**src/rtl/core/ipv4ph_pkg.sv**
```systemverilog
// Shared types and constants for the IPv4 pseudo-header checksum block.
// Used by ipv4ph_opt_walk, ipv4_pseudo_header_checksum and its bench; depends on nothing.
`timescale 1ns / 1ps

package ipv4ph_pkg;

    // IPv4 option type codes and option length limits.
    localparam logic [7:0] OPT_EOL       = 8'd0;
    localparam logic [7:0] OPT_NOP       = 8'd1;
    localparam logic [7:0] OPT_LSRR      = 8'd131;
    localparam logic [7:0] OPT_SSRR      = 8'd137;
    localparam logic [7:0] OPT_MIN_LEN   = 8'd2;
    localparam logic [7:0] ROUTE_MIN_LEN = 8'd7;

    // Header layout: minimum header length is five 32-bit words.
    localparam int unsigned MIN_IHL       = 5;
    localparam logic [5:0]  MIN_HDR_BYTES = 6'(MIN_IHL * 4);
    localparam logic [5:0]  HDR_POS_MAX   = 6'd63;
    localparam logic [5:0]  POS_SRC_FIRST = 6'd12;
    localparam logic [5:0]  POS_DST_FIRST = 6'd16;
    localparam logic [5:0]  POS_OPT_FIRST = 6'd20;

    // Item kinds on the input channel.
    localparam logic REQ_HEADER  = 1'b0;
    localparam logic REQ_PAYLOAD = 1'b1;

    typedef enum logic [1:0] {
        PH_TYPE = 2'd0,
        PH_LEN  = 2'd1,
        PH_BODY = 2'd2
    } t_opt_phase;

    // What the option walker reports after taking the current word.
    typedef struct packed {
        logic        found;
        logic [31:0] tail;
    } t_route_info;

endpackage

```
**src/rtl/core/ipv4ph_opt_walk.sv**
```systemverilog
// IPv4 option list walker that finds the final hop of a source route option.
// Depends on ipv4ph_pkg for option codes, the phase enum and t_route_info.
`timescale 1ns / 1ps

module ipv4ph_opt_walk import ipv4ph_pkg::*; (
    input  logic        i_clk,
    input  logic        i_rst_n,
    input  logic        i_hdr_en,
    input  logic        i_clear,
    input  logic [5:0]  i_pos,
    input  logic [5:0]  i_hdr_bytes,
    input  logic [7:0]  i_byte,
    output t_route_info o_next
);

    t_opt_phase  r_phase, n_phase;
    logic [7:0]  r_rem, n_rem;
    logic        r_is_route, n_is_route;
    logic        r_stopped, n_stopped;
    logic        r_found, n_found;
    logic [31:0] r_tail, n_tail;

    logic        w_active;
    logic [6:0]  w_avail;
    logic [7:0]  w_rem_dec;
    logic [6:0]  w_pos_next;

    assign w_active   = i_hdr_en && !r_stopped && !r_found &&
                        (i_pos >= POS_OPT_FIRST) && (i_pos < i_hdr_bytes);
    assign w_avail    = {1'b0, i_hdr_bytes} - {1'b0, i_pos} + 7'd1;
    assign w_rem_dec  = r_rem - 8'd1;
    assign w_pos_next = {1'b0, i_pos} + 7'd1;

    always_comb begin
        n_phase    = r_phase;
        n_rem      = r_rem;
        n_is_route = r_is_route;
        n_stopped  = r_stopped;
        n_found    = r_found;
        n_tail     = r_tail;
        if (w_active) begin
            case (r_phase)
                PH_LEN: begin
                    if ((i_byte < OPT_MIN_LEN) || (i_byte > {1'b0, w_avail})) begin
                        n_stopped = 1'b1;
                    end else if (i_byte == OPT_MIN_LEN) begin
                        n_phase = PH_TYPE;
                    end else begin
                        n_rem      = i_byte - OPT_MIN_LEN;
                        n_is_route = r_is_route && (i_byte >= ROUTE_MIN_LEN);
                        n_phase    = PH_BODY;
                    end
                end
                PH_BODY: begin
                    n_rem = w_rem_dec;
                    if (r_is_route && (w_rem_dec < 8'd4)) begin
                        n_tail = {r_tail[23:0], i_byte};
                    end
                    if (w_rem_dec == 8'd0) begin
                        n_found = r_found || r_is_route;
                        n_phase = PH_TYPE;
                    end
                end
                PH_TYPE: begin
                    if (i_byte == OPT_EOL) begin
                        n_stopped = 1'b1;
                    end else if (i_byte != OPT_NOP) begin
                        if (w_pos_next >= {1'b0, i_hdr_bytes}) begin
                            n_stopped = 1'b1;
                        end else begin
                            n_is_route = (i_byte == OPT_LSRR) || (i_byte == OPT_SSRR);
                            n_phase    = PH_LEN;
                        end
                    end
                end
                default: begin
                    n_phase = PH_TYPE;
                end
            endcase
        end
    end

    always_comb begin
        o_next.found = n_found;
        o_next.tail  = n_tail;
    end

    always_ff @(posedge i_clk) begin
        if (!i_rst_n || i_clear) begin
            r_phase    <= PH_TYPE;
            r_rem      <= 8'd0;
            r_is_route <= 1'b0;
            r_stopped  <= 1'b0;
            r_found    <= 1'b0;
            r_tail     <= 32'd0;
        end else begin
            r_phase    <= n_phase;
            r_rem      <= n_rem;
            r_is_route <= n_is_route;
            r_stopped  <= n_stopped;
            r_found    <= n_found;
            r_tail     <= n_tail;
        end
    end

endmodule

```
**src/rtl/core/ipv4_pseudo_header_checksum.sv**
```systemverilog
// A word marked last has its result registered in stage one, then in the output register.
// One word per cycle while o_in_ready is high; accepted words update the state.
// A result waits in the output register; input stalls only while stage one is full.
// Reset (i_rst_n low, synchronous) empties both stages and clears the packet state.
// Top level of the IPv4 pseudo-header checksum; uses ipv4ph_pkg and ipv4ph_opt_walk.
`timescale 1ns / 1ps

module ipv4_pseudo_header_checksum import ipv4ph_pkg::*; (
    input  logic        i_clk,
    input  logic        i_rst_n,
    // Input channel.
    input  logic        i_in_valid,
    output logic        o_in_ready,
    input  logic        i_req_type,
    input  logic [7:0]  i_data_byte,
    input  logic        i_last,
    input  logic [15:0] i_segment_length,
    input  logic [7:0]  i_next_proto,
    // Result channel.
    output logic        o_out_valid,
    input  logic        i_out_ready,
    output logic [15:0] o_checksum,
    output logic [31:0] o_final_destination,
    output logic        o_route_used,
    output logic        o_short_header
);

    // Handshake and pipeline control. Stage one holds the snapshot of a
    // finished packet; the output register holds the result word.
    logic w_accept;
    logic w_out_free;
    logic w_p_free;
    logic w_p_adv;
    logic r_p_valid;
    logic r_o_valid;

    assign w_out_free = !r_o_valid || i_out_ready;
    assign w_p_adv    = r_p_valid && w_out_free;
    assign w_p_free   = !r_p_valid || w_out_free;
    assign o_in_ready = w_p_free;
    assign w_accept   = i_in_valid && w_p_free;

    // Per-packet state.
    logic [5:0]  r_hdr_pos, n_hdr_pos;
    logic [5:0]  r_hdr_bytes, n_hdr_bytes;
    logic [31:0] r_src, n_src;
    logic [31:0] r_hdr_dst, n_hdr_dst;
    logic [15:0] r_run, n_run;
    logic        r_odd, n_odd;
    logic [7:0]  r_held, n_held;

    logic        w_hdr_en;
    logic        w_clear;
    logic [16:0] w_pay_add;
    logic [16:0] w_pay_fold;
    t_route_info w_route;

    assign w_hdr_en = w_accept && (i_req_type == REQ_HEADER);
    assign w_clear  = w_accept && i_last;

    // Ones' complement add of the completed 16-bit payload word.
    assign w_pay_add  = {1'b0, r_run} + {1'b0, r_held, i_data_byte};
    assign w_pay_fold = {1'b0, w_pay_add[15:0]} + {16'd0, w_pay_add[16]};

    ipv4ph_opt_walk u_walk (
        .i_clk       (i_clk),
        .i_rst_n     (i_rst_n),
        .i_hdr_en    (w_hdr_en),
        .i_clear     (w_clear),
        .i_pos       (r_hdr_pos),
        .i_hdr_bytes (r_hdr_bytes),
        .i_byte      (i_data_byte),
        .o_next      (w_route)
    );

    // Header bytes capture the length and the two addresses; payload bytes
    // pair up into big-endian 16-bit words for the running sum.
    always_comb begin
        n_hdr_pos   = r_hdr_pos;
        n_hdr_bytes = r_hdr_bytes;
        n_src       = r_src;
        n_hdr_dst   = r_hdr_dst;
        n_run       = r_run;
        n_odd       = r_odd;
        n_held      = r_held;
        if (i_req_type == REQ_HEADER) begin
            if (r_hdr_pos == 6'd0) begin
                n_hdr_bytes = {i_data_byte[3:0], 2'b00};
            end else if ((r_hdr_pos >= POS_SRC_FIRST) && (r_hdr_pos < POS_DST_FIRST)) begin
                n_src = {r_src[23:0], i_data_byte};
            end else if ((r_hdr_pos >= POS_DST_FIRST) && (r_hdr_pos < POS_OPT_FIRST)) begin
                n_hdr_dst = {r_hdr_dst[23:0], i_data_byte};
            end
            if (r_hdr_pos < HDR_POS_MAX) begin
                n_hdr_pos = r_hdr_pos + 6'd1;
            end
        end else begin
            if (r_odd) begin
                n_run = w_pay_fold[15:0];
                n_odd = 1'b0;
            end else begin
                n_held = i_data_byte;
                n_odd  = 1'b1;
            end
        end
    end

    // The last word of a packet returns the state to its reset values.
    always_ff @(posedge i_clk) begin
        if (!i_rst_n || w_clear) begin
            r_hdr_pos   <= 6'd0;
            r_hdr_bytes <= MIN_HDR_BYTES;
            r_src       <= 32'd0;
            r_hdr_dst   <= 32'd0;
            r_run       <= 16'd0;
            r_odd       <= 1'b0;
            r_held      <= 8'd0;
        end else if (w_accept) begin
            r_hdr_pos   <= n_hdr_pos;
            r_hdr_bytes <= n_hdr_bytes;
            r_src       <= n_src;
            r_hdr_dst   <= n_hdr_dst;
            r_run       <= n_run;
            r_odd       <= n_odd;
            r_held      <= n_held;
        end
    end

    // Snapshot of a finished packet, taken from the updated state so that
    // the last word itself is included.
    logic        w_short;
    logic        w_used;
    logic [31:0] w_dst;

    assign w_short = n_hdr_bytes < MIN_HDR_BYTES;
    assign w_used  = !w_short && w_route.found;
    assign w_dst   = w_used ? w_route.tail : n_hdr_dst;

    logic [31:0] r_p_src;
    logic [31:0] r_p_dst;
    logic        r_p_used;
    logic        r_p_short;
    logic [15:0] r_p_run;
    logic [15:0] r_p_pad;
    logic [7:0]  r_p_proto;
    logic [15:0] r_p_seglen;

    always_ff @(posedge i_clk) begin
        if (!i_rst_n) begin
            r_p_valid <= 1'b0;
        end else if (w_p_free) begin
            r_p_valid <= w_clear;
        end
    end

    always_ff @(posedge i_clk) begin
        if (w_clear) begin
            r_p_src    <= n_src;
            r_p_dst    <= w_dst;
            r_p_used   <= w_used;
            r_p_short  <= w_short;
            r_p_run    <= n_run;
            // An odd final payload byte is padded with a zero low byte.
            r_p_pad    <= n_odd ? {n_held, 8'd0} : 16'd0;
            r_p_proto  <= i_next_proto;
            r_p_seglen <= i_segment_length;
        end
    end

    // Second stage: all eight 16-bit terms are added in one wide sum and the
    // carries are folded back twice. Ones' complement addition is
    // associative, and since the sum is zero only when every term is zero,
    // this gives the same value as adding the terms one after another.
    logic [18:0] w_total;
    logic [16:0] w_fold1;
    logic [16:0] w_fold2;

    assign w_total = {3'd0, r_p_src[31:16]} + {3'd0, r_p_src[15:0]}
                   + {3'd0, r_p_dst[31:16]} + {3'd0, r_p_dst[15:0]}
                   + {11'd0, r_p_proto}     + {3'd0, r_p_seglen}
                   + {3'd0, r_p_run}        + {3'd0, r_p_pad};
    assign w_fold1 = {1'b0, w_total[15:0]} + {14'd0, w_total[18:16]};
    assign w_fold2 = {1'b0, w_fold1[15:0]} + {16'd0, w_fold1[16]};

    logic [15:0] r_o_cksum;
    logic [31:0] r_o_dst;
    logic        r_o_used;
    logic        r_o_short;

    always_ff @(posedge i_clk) begin
        if (!i_rst_n) begin
            r_o_valid <= 1'b0;
        end else if (w_out_free) begin
            r_o_valid <= r_p_valid;
        end
    end

    always_ff @(posedge i_clk) begin
        if (w_p_adv) begin
            r_o_cksum <= ~w_fold2[15:0];
            r_o_dst   <= r_p_dst;
            r_o_used  <= r_p_used;
            r_o_short <= r_p_short;
        end
    end

    assign o_out_valid         = r_o_valid;
    assign o_checksum          = r_o_cksum;
    assign o_final_destination = r_o_dst;
    assign o_route_used        = r_o_used;
    assign o_short_header      = r_o_short;

endmodule

```
**config.mk**
```make
export PLATFORM = sky130hd
export DESIGN_NAME = ipv4_pseudo_header_checksum
export DESIGN_NICKNAME = d
export VERILOG_FILES = /design/src/rtl/core/ipv4ph_pkg.sv /design/src/rtl/core/ipv4ph_opt_walk.sv /design/src/rtl/core/ipv4_pseudo_header_checksum.sv
export SDC_FILE = /design/constraint.sdc
export NUM_CORES = 1
export LEC_CHECK = 0
export BUFFER_PORTS_ARGS = -buffer_cell sky130_fd_sc_hd__buf_2
export CAP_MARGIN = 15
export CORE_UTILIZATION = 60
export DETAILED_ROUTE_END_ITERATION = 8
export MAX_ROUTING_LAYER = met4
export PLACE_DENSITY = 0.82
export REMOVE_ABC_BUFFERS = 1
export SLEW_MARGIN = 20
export SYNTH_ARGS = -nofsm -noshare
export SYNTH_HDL_FRONTEND = slang
export SYNTH_HIERARCHICAL = 1
export SYNTH_SLANG_ARGS = --single-unit
```
**constraint.sdc**
```tcl
create_clock -name i_clk -period 8.61 [get_ports i_clk]
set_input_delay 1.722 -clock i_clk [delete_from_list [all_inputs] [get_ports i_clk]]
set_output_delay 1.722 -clock i_clk [all_outputs]
set_load 0.02 [all_outputs]
```
* After elaboration in Yosys (flattened, before gate mapping)
Cells that the tools add are included.
** Word-level totals
- Output and inout bits :: 52
- Register bits :: 320
- Word-level logic and storage cells :: 154
- Input bits :: 38
** Operators by class
- Eq/ne operators :: 15
- Reductions and logical operators :: 36
- Magnitude comparators :: 13
- Muxes and demuxes :: 43
- Bitwise operators :: 2
- Add/sub/neg operators :: 17
** Operators with widths (number)
- $mux 32 :: 11
- $add 19x16->19 :: 3
- $add 16x16->17 :: 2
- $add 16x1->16 :: 2
- $mux 16 :: 2
- $mux 8 :: 4
- $add 18x16->19 :: 1
- $add 19x8->19 :: 1
- $add 17x16->18 :: 1
- $lt 6x5->1 const B :: 3
- $add 16x3->17 :: 1
- $eq 8x8->1 const B :: 2
- $logic_not 8->1 :: 2
- $not 16->16 :: 1
- $pmux 8 s2 :: 1
- $mux 1 :: 14
- $logic_and 1x1->1 :: 13
- $ge 6x5->1 const B :: 2
- $mux 2 :: 6
- $mux 6 :: 2
- $eq 8x2->1 const B :: 1
- $ge 8x3->1 const B :: 1
- $gt 8x7->1 :: 1
- $lt 8x2->1 const B :: 1
- 30 further kinds :: 48

* Logic depth before layout (Yosys ltp)
Gate-level depths: netlist of the first run.
- Word-level depth :: 12
- Mapped depth :: 36
- Mapped depth without buffers :: 35

* Modules after synthesis
Netlist of the first run, hierarchy kept.
** By module, submodules not included
- ipv4_pseudo_header_checksum :: area an instance 14814.2 um^2, instances 1, cells an instance 1422, seq. area each 6946.7 um^2
- ipv4ph_opt_walk :: area an instance 3251.9 um^2, instances 1, cells an instance 343, seq. area each 900.9 um^2

* Worst setup path after synthesis of the first run
OpenSTA, ideal clock, no wires.
- Path kind :: register to register
- Start point :: register r_p_src[3]
- End point :: register r_o_cksum[15], in the netlist o_checksum[15], data pin
- Setup slack :: 0.813 ns
- Arrival time :: 7.541 ns
- Cell stages (with the launch flop) :: 36
- Setup time :: 0.256 ns
- Cells stage by stage :: edfxtp_1 inv_1 fa_1 inv_1 fa_1 fa_1 inv_1 fa_1 inv_1 ha_1 o211ai_1 o21ai_2 a221oi_1 o21ai_0 a21oi_1 o21ai_0 a21oi_1 xnor2_1 ha_1 inv_1 fa_1 inv_1 a21oi_1 nor2_1 and3_1 nand3_1 nor2_1 nand4_1 nor3_1 ha_1 nor2b_1 nand2_1 and3b_1 nand3_4 nor4_1 and4b_1
** On the way
- Cells in the longest elaborated chain, start to end :: 10
** Ends and longest elaborated chain
- start, declared :: RTL line ipv4_pseudo_header_checksum.sv:139 : logic [31:0] r_p_src;
- start signal, assigned :: RTL line ipv4_pseudo_header_checksum.sv:158 : r_p_src <= n_src;
- $add 16x16->17 :: RTL line ipv4_pseudo_header_checksum.sv:178 : assign w_total = {3'd0, r_p_src[31:16]} + {3'd0, r_p_src[15:0]}
- $add 17x16->18 :: RTL line ipv4_pseudo_header_checksum.sv:179 : + {3'd0, r_p_dst[31:16]} + {3'd0, r_p_dst[15:0]}
- $add 18x16->19 :: RTL line ipv4_pseudo_header_checksum.sv:179
- $add 19x8->19 :: RTL line ipv4_pseudo_header_checksum.sv:180 : + {11'd0, r_p_proto} + {3'd0, r_p_seglen}
- $add 19x16->19 :: RTL line ipv4_pseudo_header_checksum.sv:180
- $add 19x16->19 (2 in a row) :: RTL line ipv4_pseudo_header_checksum.sv:181 : + {3'd0, r_p_run} + {3'd0, r_p_pad};
- $add 16x3->17 :: RTL line ipv4_pseudo_header_checksum.sv:182 : assign w_fold1 = {1'b0, w_total[15:0]} + {14'd0, w_total[18:16]};
- $add 16x1->16 :: RTL line ipv4_pseudo_header_checksum.sv:183 : assign w_fold2 = {1'b0, w_fold1[15:0]} + {16'd0, w_fold1[16]};
- $not 16->16 :: RTL line ipv4_pseudo_header_checksum.sv:200 : r_o_cksum <= ~w_fold2[15:0];
- end signal, assigned :: RTL line ipv4_pseudo_header_checksum.sv:200
- end, declared :: RTL line ipv4_pseudo_header_checksum.sv:185 : logic [15:0] r_o_cksum;
No other way between the ends.
A chain may end at the register's enable or synchronous reset.

* Final worst setup path of the first run
Same ends and word-level chain as after synthesis.

==> results of run 1 <==
[flip-flops by register name, indices dropped and copies added (netlist names), 4 cells and up]
name and count:
r_hdr_bytes 4, r_p_seglen 16, o_final_destination 32, r_hdr_pos 6, r_p_src 32, o_checksum 16, u_walk/r_tail 32, u_walk/r_rem 8
r_src 32, r_p_dst 32, r_run 16, r_p_run 16, r_held 8, r_hdr_dst 32, r_p_pad 8, r_p_proto 8
[per-stage QoR]
stage               util, %  instances  area, um2
CTS                    67.2       2255      19900
detailed placement     63.5       2193      18800
global placement       63.5       2193      18800
global route           67.5       2259      20000
floorplan                 -       1700      17800
finish                 67.5       2259      20000
[cells by family after synthesis]
family                   after synthesis  share of synthesized area (%)
AO/OA/AOI/OAI                        300                           10.9
multiplexers                         105                           6.88
buffers and inverters                275                           6.05
other                                  1                         0.0208
AND/OR/NAND/NOR                      534                           14.1
flip-flops                           310                           43.4
adder cells (fa/ha/maj)              162                           14.6
XOR/XNOR                              78                           3.98
[critical path, delay by kind of cell (launching register included)]
| kind | cells | cell delay, ps |
|---|---|---|
| XOR/XNOR | 1 | 160 |
| AO/OA/AOI/OAI | 8 | 1470 |
| AND/OR/NAND/NOR | 12 | 2440 |
| buffers and inverters | 6 | 370 |
| adder cells (fa/ha/maj) | 8 | 3200 |
| flip-flops | 1 | 340 |
[cells in the mapped netlist, types with 4 or more instances]
cell / count / share of area (%)
a211o_1: 10 / 0.48
a211oi_1: 13 / 0.54
a21o_1: 10 / 0.42
a21oi_1: 116 / 3.2
a22o_1: 8 / 0.39
a31oi_1: 11 / 0.38
and2_1: 38 / 1.3
and3_1: 7 / 0.24
buf_1: 11 / 0.23
buf_6: 4 / 0.25
clkbuf_1: 47 / 0.98
dfxtp_1: 146 / 16
edfxtp_1: 164 / 27
fa_1: 81 / 9.0
ha_1: 81 / 5.6
inv_1: 206 / 4.3
mux2_2: 37 / 2.3
mux2_4: 29 / 2.4
mux2i_1: 39 / 2.2
nand2_1: 172 / 3.6
nand2b_1: 10 / 0.35
nand3_1: 23 / 0.64
nand3b_1: 4 / 0.17
nand4_1: 13 / 0.45
nor2_1: 148 / 3.1
nor2b_1: 13 / 0.45
nor3_1: 57 / 1.6
nor3b_1: 7 / 0.29
nor4_1: 6 / 0.21
o2111ai_1: 5 / 0.24
o211ai_1: 4 / 0.17
o21a_1: 14 / 0.58
o21ai_0: 49 / 1.4
o21bai_1: 7 / 0.29
o22ai_1: 5 / 0.17
or2_2: 6 / 0.21
or3_1: 5 / 0.17
xnor2_1: 48 / 2.3
xor2_1: 26 / 1.3
[repair_timing]
action | 4_1_cts | 5_1_grt
pin swaps | 0 | 7
gates resized for setup | 1 | 14
endpoints found under the setup margin | 1 | 8
hold buffers | 0 | 0
buffers inserted | 0 | 4
hold endpoints to repair | 0 | 0
[area by class of cell]
cell class                      count  area share [%]
Tap cell                          390            2.44
Clock inverter                     13           0.732
Multi-Input combinational cell   1183            46.1
Sequential cell                   310            39.2
Inverter                          207            3.90
Timing Repair Buffer              107            2.90
Clock buffer                       49            4.74
[where the power goes]
group,internal [mW],leakage (nW),switching [mW]
Combinational,0.848,5.26,1.34
Clock,0.836,0.517,0.597
Sequential,1.67,2.78,0.0258
[layout by cell type (no fill, tap or decap), drive strengths merged, types with 8 or more instances in the layout]
master  instances
inv           209
nand2         173
edfxtp        164
nor2          151
dfxtp         146
a21oi         117
buf           107
fa             81
ha             81
mux2           66
nor3           58
o21ai          54
xnor2          51
clkbuf         49
and2           40
mux2i          39
xor2           26
nand3          26
o21a           14
a211oi         14
nand4          13
nor2b          13
a31oi          11
a21o           10
a211o          10
nand2b         10
a22o            8
nor3b           8
nor4            8
[routing by layer]
layer | routed length, um | vias to the layer above
li1 | - | 6192
met1 | 17700 | 6351
met3 | 2680 | 80
met5 | 0 | -
met2 | 20500 | 466
met4 | 1020 | 0
[path summary, 6_finish.rpt]
check                                       to  slack, ps  startpoint
worst max-delay path            o_checksum[15]        330  r_p_src[3]
worst min-delay path              o_route_used        430    r_p_used
worst max register to register  o_checksum[15]        330  r_p_src[3]
worst min register to register    o_route_used        430    r_p_used
==> flow_summary_export.csv, run 1 <==
group,metric,value,unit
outcome,status,"finished, final reports clean",
worst_setup_path,crit_slowest_cell,"fa_1",
worst_setup_path,startpoint_type,"flop",
worst_setup_path,worstPathRequired,8870,ps
cts,cts_buffer_depth,3,
global_routing,antenna_found_initial,0,
drt,drtIter0Drc,1169,
die,core,0.0296,mm2
layout,multiInputGateArea,0.00922,mm2
yosys,ys_ff_latch,310,
worst_setup_path,worstPathArrival,8540,ps
pwr,power.total,5.33,mW
yosys,synth_edf_count,164,
yosys,synthFlopType,"edfxtp_1",
timing,fin_worst_skew,15.4,ps
die,rows,63,
timing,final-max-slew-violation-count,0,
die,die_w,176,um
die,dieArea,0.0308,mm2
worst_setup_path,criticalPathCategory,"reg -> reg",
global_routing,met2_usage,46.1,%
die,io_pins,90,
pwr,p_leak,8.56,nW
global_routing,grt_overflow,0,
timing,fin_tns_setup,0,ps
layout,seq_area,0.00785,mm2
layout,diodes,0,
cts,cts.sinks,310,
timing,fin_crit_sh,96.1,%
cts,h-tree-depth,2,
timing,fin_crit,8280,ps
yosys,synth.distinct_cells,93,
timing,fin_ws,333,ps
global_routing,grt_pass1_vias,12700,
placed_design,place.gp.congestion,0.911,
layout,layout-drive-gt1-share,14.9,%
die,start_util,61.0,%
flow_run,drv_cap,0,
drt,first_pass_iters,7,
drt,antenna_left,0,
global_routing,grt_pass1_wl,66000,um
worst_hold_path,min_path_cells,0,
global_routing,grt_max_degree,79,
drt,wirelength,41800,um
layout,nets,2043,
drt,wl_per_cell,18.5,um
die,die_h,176,um
placed_design,portBuffers,89,
global_routing,track_usage,28.1,%
cts,cts_tree,"yes",
global_routing,grt_util_met3,4.76,%
worst_setup_path,worst-r2r-cell-count,35,
cts,clk_latency,520,ps
yosys,syn-instance-count,1765,
pwr,ir_worst_vdd,263,uV
drt,post-route-drc-count,0,
global_routing,busiest_layer,"met2",
cts,clkSlewWorstSetupHoldPaths,60,ps
drt,vias,13100,
placed_design,dpl_worst_slack,15.1,ps
timing,hold_viol_final,0,
layout,syn_to_final_growth,10.8,%
yosys,syn_area_per_cell,10.2,um2
worst_setup_path,slowest_delay,550,ps
yosys,synth-seq-area-share,43.4,%
yosys,ys_warn_count,6,
cts,cts_made_buffers,34,
yosys,async_flop_share,0,%
global_routing,grt_use_met1,35.5,%
placed_design,post-dp-hpwl,29200,um
timing,hold_ws,427,ps
pwr,power.density,266,mW/mm2
worst_setup_path,endpoint_kind,"flop",
timing,relSlewSlack,30.4,%
worst_setup_path,cp_common_cell,"inv_1",
timing,timing.fmax,0.121,GHz
cts,cts_root_buf,"clkbuf_16",
worst_hold_path,min_path_type,"reg -> reg",
timing,setup_viol,0,
drt,vias_per_cell,5.79,
timing,worst_pin_slew,1040,ps
yosys,netlist_area,0.0181,mm2
worst_setup_path,worstPathMaxFanout,6,
layout,num-fill-cells,2282,
timing,rsz0062_at_grt,"false",
Note: power is estimated with default switching activity, not from simulation.
==> run 2: changes to the inputs <==
ABC_AREA = 1   (was not set)
CORE_ASPECT_RATIO = 1.25   (was not set)
==> flow_summary_export.csv, run 2 <==
group,metric,value,unit
die,rows,72,
yosys,syn_area_per_cell,7.87,um2
drt,routed-wl-met2,24100,um
yosys,syn-instance-count,2403,
yosys,yosys.area.top_type,"edfxtp_1",
layout,fin_cells,2902,
drt,wl_per_cell,16.4,um
global_routing,grt_pass1_wl,76500,um
pwr,p_leak,10.3,nW
timing,setup_viol,0,
die,start_util,61.0,%
layout,multiInputGateArea,0.00882,mm2
timing,fin_crit_sh,91.6,%
cts,h-tree-depth,1,
worst_setup_path,worstPathRequired,8940,ps
worst_setup_path,endpoint_kind,"flop",
drt,vias,15600,
placed_design,place_inst,2843,
worst_setup_path,worstPathMaxFanout,6,
worst_setup_path,worstPathArrival,8220,ps
worst_setup_path,startpoint_type,"flop",
die,die_w,161,um
drt,wl_met1,18500,um
placed_design,place.gp.congestion,0.909,
layout,seq_area,0.00785,mm2
timing,fin_tns_setup,0,ps
cts,cts.sinks,310,
layout,syn_to_final_growth,9.58,%
drt,drtIter0Drc,1220,
layout,mostFrequentLayoutCells,"548 x nand2_1, 520 x inv_1, 190 x nor2_1",
yosys,synth.distinct_cells,49,
worst_setup_path,slowest_delay,540,ps
yosys,netlist_area,0.0189,mm2
global_routing,grt_max_degree,96,
timing,hold_viol_final,0,
timing,fin_ws,723,ps
yosys,async_flop_share,0,%
timing,fin_worst_skew,26.7,ps
cts,cts_root_buf,"clkbuf_16",
global_routing,grt_pass1_vias,15400,
drt,vias_per_cell,5.36,
outcome,status,"finished, final reports clean",
layout,post-route-util,66.9,%
yosys,netlist.area_leader.share,26.0,%
layout,layout-drive-gt1-share,8.94,%
die,die_h,201,um
cts,hold_buffers,0,
drt,post-route-drc-count,0,
timing,relSlewSlack,30.4,%
global_routing,grt_overflow,0,
placed_design,place_area,0.0197,mm2
cts,cts_buffer_depth,3,
die,io_pins,90,
yosys,ys_ff_latch,310,
yosys,synthFlopType,"edfxtp_1",
yosys,synth_edf_count,164,
cts,cts_made_buffers,31,
yosys,netlist_top_cells_area,"edfxtp_1 26%, dfxtp_1 15%, nand2_1 11%",
pwr,power.density,278,mW/mm2
worst_hold_path,min_path_type,"reg -> reg",
timing,timing.fmax,0.127,GHz
drt,top_layer,"met4",
global_routing,track_usage,30.9,%
flow_run,drv_cap,0,
timing,fin_crit,7890,ps
drt,first_pass_iters,6,
global_routing,antenna_found_initial,1,
die,core,0.0310,mm2
yosys,synth-seq-area-share,41.5,%
yosys,ys_warn_count,6,
cts,cts_setup_buffers,0,
cts,clkSlewWorstSetupHoldPaths,70,ps
worst_setup_path,criticalPathCategory,"reg -> reg",
placed_design,portBuffers,89,
layout,final_common_cell,"nand2_1",
layout,nets,2669,
timing,rsz0062_at_grt,"false",
drt,wirelength,47600,um
yosys,yosysMostFrequentCell,"nand2_1",
cts,cts_tree,"yes",
pwr,ir_worst_vdd,290,uV
placed_design,dpl_worst_slack,590,ps
placed_design,post-dp-hpwl,34700,um
timing,final-max-slew-violation-count,0,
cts,clk_latency,590,ps
worst_setup_path,crit_slowest_cell,"fa_1",
timing,hold_ws,440,ps
die,dieArea,0.0322,mm2
pwr,power.total,5.77,mW
timing,worst_pin_slew,1040,ps
layout,num-fill-cells,2509,
drt,antenna_left,0,
layout,final_cell_area,0.0207,mm2
drt,met3WireLength,3050,um
yosys,synth_common_cells,"550 x nand2_1, 521 x inv_1, 190 x nor2_1",
-- run 2: critical path, delay by kind of cell, from the launching register on --
family | cells | cell delay (ps)
adders and majority gates | 7 | 3130
and+or+nand+nor | 26 | 2940
AOI/OAI and AO/OA | 4 | 670
buffers and inverters | 6 | 390
DFF | 1 | 330
xor gates and xnor gates | 1 | 180
-- run 2: path summary, 6_finish.rpt --
path	from	to	slack [ps]	depth (start not counted)
worst max-delay path	r_p_src[8]	o_checksum[14]	720	44
worst min-delay path	r_p_used	o_route_used	440	0
worst max register to register	r_p_src[8]	o_checksum[14]	720	44
worst min register to register	r_p_used	o_route_used	440	0
-- run 2: power breakdown --
part / leakage, nW / switching [mW] / internal, mW / total, mW
clock network: 0.507 / 0.606 / 0.770 / 1.38
logic: 7.07 / 1.81 / 0.840 / 2.66
registers: 2.75 / 0.0368 / 1.70 / 1.74
total: 10.3 / 2.46 / 3.31 / 5.77
-- run 2: kinds of logic (layout without fill, tap and decap cells) --
family          after synthesis  after routing  synth area share (%)
compound gates              344            344                  9.54
xor+xnor                     23             23                  1.10
fa+ha+maj                   162            162                  13.9
buf+inv                     599            687                  12.1
flops                       310            310                  41.5
other cells                   1              5                0.0198
simple gates                964            964                  21.8
-- run 2: layout make-up --
type / count / area share [%]
timing repair buffer: 98 / 2.47
clock inverter: 16 / 0.658
clock buffer: 42 / 4.34
tap: 407 / 2.46
multi-input combinational: 1497 / 42.6
inverter: 531 / 9.63
sequential: 310 / 37.9
antenna: 1 / 0.0121
-- run 2: routing by layer --
metal	track usage, %	vias up
met3	3.14	130
met1	36.1	7238
met2	54.1	574
met4	13.1	0
li1	-	7617
met5	-	-
-- run 2: repair_timing --
| item | 4_1_cts | 5_1_grt |
|---|---|---|
| hold endpoints to repair | 0 | 0 |
| resized for setup | 0 | 1 |
| endpoints found under the setup margin | 0 | 2 |
